### src/rtl/core/drs_pkg.sv
// Shared types, codes and microcode program of the dimmer ramp controller.
package drs_pkg;

    // Item payloads
    typedef enum logic [1:0] {
        MODE_OFF  = 2'd0,
        MODE_ON   = 2'd1,
        MODE_UP   = 2'd2,
        MODE_DOWN = 2'd3
    } t_mode;

    typedef struct packed {
        logic [2:0]  cmd;
        logic [31:0] now_ms;
        logic [7:0]  status_byte;
        logic [15:0] target_level;
    } t_in_item;

    typedef struct packed {
        t_mode       mode;
        logic [15:0] level;
    } t_out_item;

    // Event commands
    localparam logic [2:0] CMD_STATUS    = 3'd0;
    localparam logic [2:0] CMD_SET_LEVEL = 3'd1;
    localparam logic [2:0] CMD_TURN_ON   = 3'd2;
    localparam logic [2:0] CMD_TURN_OFF  = 3'd3;
    localparam logic [2:0] CMD_TICK      = 3'd4;

    // Configuration register indexes
    localparam int CFG_IDX_W  = 3;
    localparam int CFG_DATA_W = 32;
    localparam logic [CFG_IDX_W-1:0] CFG_DIM_DURATION  = 3'd0;
    localparam logic [CFG_IDX_W-1:0] CFG_LEVEL_EPSILON = 3'd1;
    localparam logic [CFG_IDX_W-1:0] CFG_CODE_LIGHT_ON = 3'd2;
    localparam logic [CFG_IDX_W-1:0] CFG_CODE_TOP      = 3'd3;
    localparam logic [CFG_IDX_W-1:0] CFG_CODE_LIGHT_OFF = 3'd4;
    localparam logic [CFG_IDX_W-1:0] CFG_CODE_BOTTOM   = 3'd5;

    localparam logic [15:0] FULL_SCALE    = 16'hFFFF;
    localparam logic [15:0] EPSILON_RESET = 16'd655;
    localparam int          QUO_BITS      = 16;

    // Microcode
    typedef logic [2:0] t_step;

    localparam t_step STEP_WAIT   = 3'd0;
    localparam t_step STEP_PREP   = 3'd1;
    localparam t_step STEP_SATCHK = 3'd2;
    localparam t_step STEP_DIV    = 3'd3;
    localparam t_step STEP_LEVEL  = 3'd4;
    localparam t_step STEP_APPLY  = 3'd5;

    typedef enum logic [2:0] {
        OP_WAIT,
        OP_PREP,
        OP_SATCHK,
        OP_DIV,
        OP_LEVEL,
        OP_APPLY,
        OP_NOP
    } t_op;

    typedef enum logic [1:0] {
        STALL_NONE,
        STALL_NO_INPUT,
        STALL_OUT_BUSY
    } t_stall;

    typedef enum logic [2:0] {
        JMP_NEVER,
        JMP_ALWAYS,
        JMP_NO_DIV,
        JMP_SAT,
        JMP_CNT_NZ
    } t_jcond;

    typedef struct packed {
        t_op    op;
        t_stall stall;
        t_jcond jcond;
        t_step  target;
    } t_uword;

    // Datapath status seen by the sequencer
    typedef struct packed {
        logic in_valid;
        logic out_busy;
        logic no_div;
        logic sat;
        logic cnt_nz;
    } t_seq_flags;

    // Current control word and whether it executes this cycle
    typedef struct packed {
        t_uword uw;
        logic   go;
    } t_seq_ctrl;

    // Program: wait, product, saturation check, divide loop, level, apply
    function automatic t_uword mc_rom(t_step s);
        t_uword uw;
        case (s)
            STEP_WAIT:   uw = '{op: OP_WAIT,   stall: STALL_NO_INPUT, jcond: JMP_NEVER,
                                target: STEP_WAIT};
            STEP_PREP:   uw = '{op: OP_PREP,   stall: STALL_NONE,     jcond: JMP_NO_DIV,
                                target: STEP_LEVEL};
            STEP_SATCHK: uw = '{op: OP_SATCHK, stall: STALL_NONE,     jcond: JMP_SAT,
                                target: STEP_LEVEL};
            STEP_DIV:    uw = '{op: OP_DIV,    stall: STALL_NONE,     jcond: JMP_CNT_NZ,
                                target: STEP_DIV};
            STEP_LEVEL:  uw = '{op: OP_LEVEL,  stall: STALL_NONE,     jcond: JMP_NEVER,
                                target: STEP_WAIT};
            STEP_APPLY:  uw = '{op: OP_APPLY,  stall: STALL_OUT_BUSY, jcond: JMP_ALWAYS,
                                target: STEP_WAIT};
            default:     uw = '{op: OP_NOP,    stall: STALL_NONE,     jcond: JMP_ALWAYS,
                                target: STEP_WAIT};
        endcase
        return uw;
    endfunction

endpackage

### src/rtl/core/drs_seq.sv
// Microcode sequencer: step counter, program ROM, stall and jump logic.
module drs_seq (
    input  logic                   i_clk,
    input  logic                   i_rst_n,
    input  drs_pkg::t_seq_flags    i_flags,
    output drs_pkg::t_seq_ctrl     o_ctrl
);
    import drs_pkg::*;

    t_step  r_step;
    t_step  n_step;
    t_uword uw;
    logic   stalled;
    logic   take;

    // Decode the current step and pick the next one
    always_comb begin
        uw = mc_rom(r_step);

        case (uw.stall)
            STALL_NONE:     stalled = 1'b0;
            STALL_NO_INPUT: stalled = !i_flags.in_valid;
            STALL_OUT_BUSY: stalled = i_flags.out_busy;
            default:        stalled = 1'b0;
        endcase

        case (uw.jcond)
            JMP_NEVER:  take = 1'b0;
            JMP_ALWAYS: take = 1'b1;
            JMP_NO_DIV: take = i_flags.no_div;
            JMP_SAT:    take = i_flags.sat;
            JMP_CNT_NZ: take = i_flags.cnt_nz;
            default:    take = 1'b0;
        endcase

        if (stalled) begin
            n_step = r_step;
        end else if (take) begin
            n_step = uw.target;
        end else begin
            n_step = t_step'(r_step + 3'd1);
        end

        o_ctrl.uw = uw;
        o_ctrl.go = !stalled;
    end

    // Advance the step counter
    always_ff @(posedge i_clk) begin
        if (!i_rst_n) begin
            r_step <= STEP_WAIT;
        end else begin
            r_step <= n_step;
        end
    end

endmodule

### src/rtl/core/dimmer_ramp_state_machine_unit.sv
// Top level of the dimmer ramp controller: configuration, state and datapath.
//
// One event is taken at a time. An event that finds a ramp in progress (with a
// non-zero dim duration) goes through these steps from transfer in to result
// ready: accept, the elapsed-time product, a saturation check, the restoring
// divider that forms the 16-bit ramp step one quotient bit per cycle, forming
// the level, and updating state and loading the output register. A saturated
// step skips the divider; any other event also skips the saturation check.
// The output register holds the result until taken; a new event is accepted
// meanwhile, but its update waits for the slot to free.
module dimmer_ramp_state_machine_unit (
    input  logic                              i_clk,
    input  logic                              i_rst_n,
    input  logic                              i_in_valid,
    output logic                              o_in_ready,
    input  drs_pkg::t_in_item                 i_in,
    output logic                              o_out_valid,
    input  logic                              i_out_ready,
    output drs_pkg::t_out_item                o_out,
    input  logic                              i_cfg_we,
    input  logic [drs_pkg::CFG_IDX_W-1:0]     i_cfg_idx,
    input  logic [drs_pkg::CFG_DATA_W-1:0]    i_cfg_data
);
    import drs_pkg::*;

    // Configuration
    logic [31:0] r_dim_duration;
    logic [15:0] r_level_eps;
    logic [7:0]  r_code_on;
    logic [7:0]  r_code_top;
    logic [7:0]  r_code_off;
    logic [7:0]  r_code_bottom;

    // Controller state
    t_mode       r_mode;
    logic [15:0] r_steady;
    logic [15:0] r_start_level;
    logic [15:0] r_target_level;
    logic [31:0] r_start_time;

    // Working registers
    t_in_item    r_item;
    logic [47:0] r_num;
    logic [31:0] r_rem;
    logic [15:0] r_quo;
    logic [3:0]  r_cnt;
    logic [15:0] r_cur;
    t_out_item   r_out;
    logic        r_out_valid;

    // Next state from the apply step
    t_mode       n_mode;
    logic [15:0] n_steady;
    logic [15:0] n_start_level;
    logic [15:0] n_target_level;
    logic [31:0] n_start_time;
    logic [15:0] n_level;

    t_seq_flags  flags;
    t_seq_ctrl   ctrl;
    logic        do_op;

    logic [31:0] dt;
    logic [47:0] num_prod;
    logic        sat;
    logic [32:0] rem_trial;
    logic [32:0] rem_diff;
    logic        rem_ge;
    logic        ramping;
    logic [16:0] up_sum;
    logic [15:0] up_v;
    logic [15:0] up_lvl;
    logic [15:0] dn_v;
    logic [15:0] dn_lvl;
    logic [15:0] cur_level;
    logic [15:0] diff;
    logic        up_done;
    logic        dn_done;

    // Sequencer
    drs_seq u_seq (
        .i_clk   (i_clk),
        .i_rst_n (i_rst_n),
        .i_flags (flags),
        .o_ctrl  (ctrl)
    );

    assign do_op      = ctrl.go;
    assign o_in_ready = (ctrl.uw.op == OP_WAIT);
    assign o_out_valid = r_out_valid;
    assign o_out      = r_out;

    // Elapsed time times full scale, and one restoring divider step
    always_comb begin
        dt        = r_item.now_ms - r_start_time;
        num_prod  = {dt, 16'h0000} - {16'h0000, dt};
        sat       = (r_num >= {r_dim_duration, 16'h0000});
        rem_trial = {r_rem, r_num[15]};
        rem_ge    = (rem_trial >= {1'b0, r_dim_duration});
        rem_diff  = rem_trial - {1'b0, r_dim_duration};
        ramping   = (r_mode == MODE_UP) || (r_mode == MODE_DOWN);
    end

    assign flags.in_valid = i_in_valid;
    assign flags.out_busy = r_out_valid && !i_out_ready;
    assign flags.no_div   = !ramping || (r_dim_duration == 32'd0);
    assign flags.sat      = sat;
    assign flags.cnt_nz   = (r_cnt != 4'd0);

    // Level at the event time from the current state
    always_comb begin
        up_sum = {1'b0, r_start_level} + {1'b0, r_quo};
        up_v   = up_sum[16] ? FULL_SCALE : up_sum[15:0];
        up_lvl = (up_v < r_target_level) ? up_v : r_target_level;
        dn_v   = (r_start_level > r_quo) ? (r_start_level - r_quo) : 16'd0;
        dn_lvl = (dn_v > r_target_level) ? dn_v : r_target_level;
        case (r_mode)
            MODE_ON:   cur_level = r_steady;
            MODE_UP:   cur_level = (r_dim_duration == 32'd0) ? r_target_level : up_lvl;
            MODE_DOWN: cur_level = (r_dim_duration == 32'd0) ? r_target_level : dn_lvl;
            default:   cur_level = 16'd0;
        endcase
    end

    // Apply the event to the state and form the result level
    always_comb begin
        n_mode         = r_mode;
        n_steady       = r_steady;
        n_start_level  = r_start_level;
        n_target_level = r_target_level;
        n_start_time   = r_start_time;

        diff    = (r_item.target_level > r_cur) ? (r_item.target_level - r_cur)
                                                : (r_cur - r_item.target_level);
        up_done = ({1'b0, r_cur} + {1'b0, r_level_eps}) >= {1'b0, r_target_level};
        dn_done = {1'b0, r_cur} <= ({1'b0, r_target_level} + {1'b0, r_level_eps});

        case (r_item.cmd)
            CMD_STATUS: begin
                if (r_item.status_byte == r_code_on || r_item.status_byte == r_code_top) begin
                    n_mode   = MODE_ON;
                    n_steady = FULL_SCALE;
                end else if (r_item.status_byte == r_code_off ||
                             r_item.status_byte == r_code_bottom) begin
                    n_mode = MODE_OFF;
                end
            end
            CMD_SET_LEVEL: begin
                if (r_item.target_level < r_level_eps) begin
                    n_mode = MODE_OFF;
                end else if (r_dim_duration == 32'd0 || diff < r_level_eps) begin
                    n_mode   = MODE_ON;
                    n_steady = r_item.target_level;
                end else begin
                    n_start_level  = r_cur;
                    n_target_level = r_item.target_level;
                    n_start_time   = r_item.now_ms;
                    n_mode         = (r_item.target_level > r_cur) ? MODE_UP : MODE_DOWN;
                end
            end
            CMD_TURN_ON: begin
                n_mode   = MODE_ON;
                n_steady = FULL_SCALE;
            end
            CMD_TURN_OFF: begin
                n_mode = MODE_OFF;
            end
            CMD_TICK: begin
                if (r_mode == MODE_UP && up_done) begin
                    n_mode   = MODE_ON;
                    n_steady = r_target_level;
                end else if (r_mode == MODE_DOWN && dn_done) begin
                    if (r_target_level < r_level_eps) begin
                        n_mode = MODE_OFF;
                    end else begin
                        n_mode   = MODE_ON;
                        n_steady = r_target_level;
                    end
                end
            end
            default: begin
            end
        endcase

        // A ramp left running or just started reads as the level sampled before
        case (n_mode)
            MODE_ON:  n_level = n_steady;
            MODE_OFF: n_level = 16'd0;
            default:  n_level = r_cur;
        endcase
    end

    // Configuration writes
    always_ff @(posedge i_clk) begin
        if (!i_rst_n) begin
            r_dim_duration <= 32'd0;
            r_level_eps    <= EPSILON_RESET;
            r_code_on      <= 8'd0;
            r_code_top     <= 8'd0;
            r_code_off     <= 8'd0;
            r_code_bottom  <= 8'd0;
        end else if (i_cfg_we) begin
            case (i_cfg_idx)
                CFG_DIM_DURATION:   r_dim_duration <= i_cfg_data;
                CFG_LEVEL_EPSILON:  r_level_eps    <= i_cfg_data[15:0];
                CFG_CODE_LIGHT_ON:  r_code_on      <= i_cfg_data[7:0];
                CFG_CODE_TOP:       r_code_top     <= i_cfg_data[7:0];
                CFG_CODE_LIGHT_OFF: r_code_off     <= i_cfg_data[7:0];
                CFG_CODE_BOTTOM:    r_code_bottom  <= i_cfg_data[7:0];
                default: begin
                end
            endcase
        end
    end

    // Controller state and output slot
    always_ff @(posedge i_clk) begin
        if (!i_rst_n) begin
            r_mode         <= MODE_OFF;
            r_steady       <= 16'd0;
            r_start_level  <= 16'd0;
            r_target_level <= 16'd0;
            r_start_time   <= 32'd0;
            r_out_valid    <= 1'b0;
        end else begin
            if (r_out_valid && i_out_ready) begin
                r_out_valid <= 1'b0;
            end
            if (ctrl.uw.op == OP_APPLY && do_op) begin
                r_mode         <= n_mode;
                r_steady       <= n_steady;
                r_start_level  <= n_start_level;
                r_target_level <= n_target_level;
                r_start_time   <= n_start_time;
                r_out_valid    <= 1'b1;
            end
        end
    end

    // Datapath steps driven by the control word
    always_ff @(posedge i_clk) begin
        if (do_op) begin
            case (ctrl.uw.op)
                OP_WAIT: begin
                    r_item <= i_in;
                end
                OP_PREP: begin
                    r_num <= num_prod;
                end
                OP_SATCHK: begin
                    r_rem <= r_num[47:16];
                    r_quo <= sat ? FULL_SCALE : 16'd0;
                    r_cnt <= 4'(QUO_BITS - 1);
                end
                OP_DIV: begin
                    r_rem <= rem_ge ? rem_diff[31:0] : rem_trial[31:0];
                    r_quo <= {r_quo[14:0], rem_ge};
                    r_num <= {r_num[46:0], 1'b0};
                    r_cnt <= r_cnt - 4'd1;
                end
                OP_LEVEL: begin
                    r_cur <= cur_level;
                end
                OP_APPLY: begin
                    r_out.mode  <= n_mode;
                    r_out.level <= n_level;
                end
                default: begin
                end
            endcase
        end
    end

endmodule

### config.mk
export PLATFORM = sky130hd
export DESIGN_NAME = dimmer_ramp_state_machine_unit
export DESIGN_NICKNAME = d
export VERILOG_FILES = /design/src/rtl/core/drs_pkg.sv /design/src/rtl/core/drs_seq.sv /design/src/rtl/core/dimmer_ramp_state_machine_unit.sv
export SDC_FILE = /design/constraint.sdc
export NUM_CORES = 1
export LEC_CHECK = 0
export BUFFER_PORTS_ARGS = -buffer_cell sky130_fd_sc_hd__clkbuf_2
export CORE_MARGIN = 2
export CORE_UTILIZATION = 60
export CTS_BUF_LIST = sky130_fd_sc_hd__clkbuf_8 sky130_fd_sc_hd__clkbuf_16
export DETAILED_ROUTE_END_ITERATION = 16
export GPL_TIMING_DRIVEN = 1
export PLACE_DENSITY = 0.89
export SLEW_MARGIN = 10
export SYNTH_ARGS = -nofsm -noshare
export SYNTH_HDL_FRONTEND = slang
export SYNTH_HIERARCHICAL = 1
export SYNTH_SLANG_ARGS = --single-unit
### constraint.sdc
create_clock -name i_clk -period 9.6 [get_ports i_clk]
set_input_delay 0.96 -clock i_clk [delete_from_list [all_inputs] [get_ports i_clk]]
set_output_delay 0.96 -clock i_clk [all_outputs]
set_load 0.05 [all_outputs]
==> results.ini <==
[min_path]
hp-class = reg -> reg

[timing]
fin_hold_ws_ps = 484
fin_setup_tns_ps = 0
slew_headroom = 0.196
setup_viol = 0
post-route-period-util = 0.705
max_freq_ghz = 0.148
finalHoldViolCount = 0
drv_slew = 0
fin_crit_ps = 6770
grt_setup_unrepaired = no
finalClockSkew_ps = 32.2
worst_pin_slew_ps = 1200

[routing]
vias = 24694
detail-route-antenna-nets = 0
routed_via_density = 6.33
highest_layer = met4
drc = 0
drt_iter0_drc = 2728
wl_met2_microns = 36200
wl_per_cell_microns = 20.4
wl_met3_microns = 5950
wl_microns = 79500
met1_length_microns = 31900
first_pass_iters = 6

[critical_path]
critPathKind = reg -> reg
startpoint = r_cur[9]$_DFFE_PP_
reg2reg_from = r_cur[9]$_DFFE_PP_
critPathMaxFanout = 34
worstRegToRegCells = 20
startpoint_type = flip-flop
r2r-end = o_out[10]$_DFFE_PP_
cp-endpoint = o_out[10]$_DFFE_PP_
crit_chain = ha_1 -> a21oi_1 -> o21ai_0 -> a21o_1 -> a21oi_1 -> o21a_1 -> a21oi_2 -> buf_4 -> mux2i_1 -> a41oi_1 -> o21ai_0 -> xor2_1 -> ha_1 -> nand3_1 -> or2_2 -> a311oi_1 -> nand2_1 -> nand2_1 -> nor2_1 -> a32o_1
crit_slowest_cell = nand2_1
crit_arrival_ps = 7110
required_ps = 9940
rrSetupSlack_ps = 2830
endpoint_kind = flip-flop
slowest_delay_ps = 920

[clock_tree]
cts_made_buffers = 42
clk_latency_ps = 600
post_cts_buffers = 0
clk_pin_slew_ps = 60
htreeDepth = 2
cts_buffer_depth = 3
cts-resized-gates = 0
cts_tree = done
numClockSinks = 359
cts_root_buffer = clkbuf_16
hold_buffers = 0

[power_and_ir_drop]
p_int_w = 0.00566
vdd.ir_drop.worst_mv = 0.243
power_density_mw_per_mm2 = 337
sequentialPowerShare = 0.255
p_leak_nw = 12.4
p_sw_w = 0.00469
combPwrFrac = 0.581
clockPowerShare = 0.164
power.share.switching = 0.453

[global_routing]
grt_max_degree = 119
grt_pass1_vias = 23179
grt_first_pass_wirelength_microns = 123000
grt_usage = 0.320
antenna_found_initial = 0
grt_remaining_overflow = 0

[run]
drv_cap = 0

[logic_synthesis]
postSynthAreaPerCell_sq_um = 8.78
synth_nets = 3640
synthCells = 3210
yosysWarnings = 6
syn_area_sq_mm = 0.0282

[die]
die_x_microns = 221
dieArea_sq_mm = 0.0487
num_rows = 79
core_area_sq_mm = 0.0465
die_h_microns = 221
io_pins = 119
start_util = 0.606

[layout]
instances_no_fill = 3901
area_delta_synth_final_pct = 8.93
design_area_sq_mm = 0.0307
utilization = 0.661
n_antenna_cell = 0
drive_gt1_frac = 0.0829
layout.nets = 3690

[outcome]
status = completed

[placement]
dp.cells = 3823
port_buffers = 118
gp_congestion = 0.995
placed_area_sq_mm = 0.0292
dpl.hpwl_microns = 59400

[cell type report]
class	instances	area [sq um]
Clock buffer	46	1120
Clock inverter	32	342
Fill cell	3659	15800
Inverter	243	912
Multi-Input combinational cell	2472	17700
Sequential cell	359	9120
Tap cell	607	759
Timing Repair Buffer	142	773
[registers in the layout (all words and copies together) (netlist names)]
| signal | flops |
|---|---|
| r_start_level | 16 |
| r_mode | 2 |
| u_seq/r_step | 3 |
| r_dim_duration | 32 |
| r_code_bottom | 8 |
| r_target_level | 16 |
| r_item | 59 |
| r_level_eps | 16 |
| r_num | 48 |
| r_cnt | 4 |
| r_code_top | 8 |
| r_code_on | 8 |
| o_out_valid | 1 |
| o_out | 18 |
| r_steady | 16 |
| r_start_time | 32 |
| r_rem | 32 |
| r_cur | 16 |
| r_quo | 16 |
| r_code_off | 8 |
[layout by cell type (no fill, tap or decap), types with 8 or more instances in the layout]
| master | instances |
|---|---|
| o21a_1 | 24 |
| edfxtp_1 | 193 |
| o21ai_0 | 175 |
| nand4_1 | 45 |
| nand3_1 | 42 |
| o211ai_1 | 61 |
| mux2_2 | 8 |
| o21bai_1 | 26 |
| nand2_1 | 351 |
| a31oi_1 | 24 |
| o221a_2 | 15 |
| nor2b_1 | 72 |
| nor3b_1 | 10 |
| nand3b_1 | 10 |
| o31ai_1 | 16 |
| and3_1 | 17 |
| xor2_1 | 53 |
| fa_1 | 8 |
| o22ai_1 | 23 |
| mux2i_1 | 121 |
| a32o_1 | 17 |
| nor4_1 | 32 |
| nor2_1 | 204 |
| a21o_1 | 111 |
| and2_1 | 32 |
| ha_1 | 323 |
| a211oi_1 | 16 |
| clkbuf_16 | 43 |
| nand2b_1 | 20 |
| xnor2_1 | 132 |
| inv_1 | 246 |
| a21oi_1 | 182 |
| buf_4 | 25 |
| dfxtp_1 | 166 |
| a21boi_0 | 99 |
| clkbuf_2 | 117 |
| or3_1 | 20 |
| nor3_1 | 41 |
[per-stage QoR]
stage	setup WS (ps)	power (W)
2_1_floorplan	1540	0.00706
3_3_place_gp	3320	0.00836
3_5_place_dp	3090	0.00848
4_1_cts	3010	0.0102
5_1_grt	2380	0.0110
6_report	2830	0.0103
[power groups by stage]
stage                     sequential [W]  combinational (W)  clock [W]
after CTS                        0.00263            0.00589    0.00171
after detailed placement         0.00266            0.00583          0
after global placement           0.00265            0.00572          0
after global routing             0.00268            0.00659    0.00177
after floorplan                  0.00257            0.00449          0
final                            0.00264            0.00601    0.00170
[routing by layer]
metal  vias to the layer above  track usage
met4                         0        0.198
met2                      1190        0.527
li1                      11683            -
met3                       312       0.0459
met1                     11509        0.397
met5                         -            0
[worst min path at each step]
stage,startpoint,end,cells past startpoint
finish,r_code_on[1]$_SDFFE_PN0P_,r_code_on[1]$_SDFFE_PN0P_,2
floorplan,r_code_bottom[0]$_SDFFE_PN0P_,r_code_bottom[0]$_SDFFE_PN0P_,2
detailed placement,r_code_bottom[2]$_SDFFE_PN0P_,r_code_bottom[2]$_SDFFE_PN0P_,2
global placement,r_code_on[7]$_SDFFE_PN0P_,r_code_on[7]$_SDFFE_PN0P_,2
CTS,r_code_bottom[2]$_SDFFE_PN0P_,r_code_bottom[2]$_SDFFE_PN0P_,2
global route,r_dim_duration[6]$_SDFFE_PN0P_,r_dim_duration[6]$_SDFFE_PN0P_,2
[critical path: cells and delay by family (launching register included)]
kind            cells  cell delay [ps]
compound gates     10             2570
xor+xnor            1              100
fa+ha+maj           2              850
buf+inv             1              360
flops               1              510
mux                 1              440
simple gates        5             1680
(Power assumes the default switching activity.)
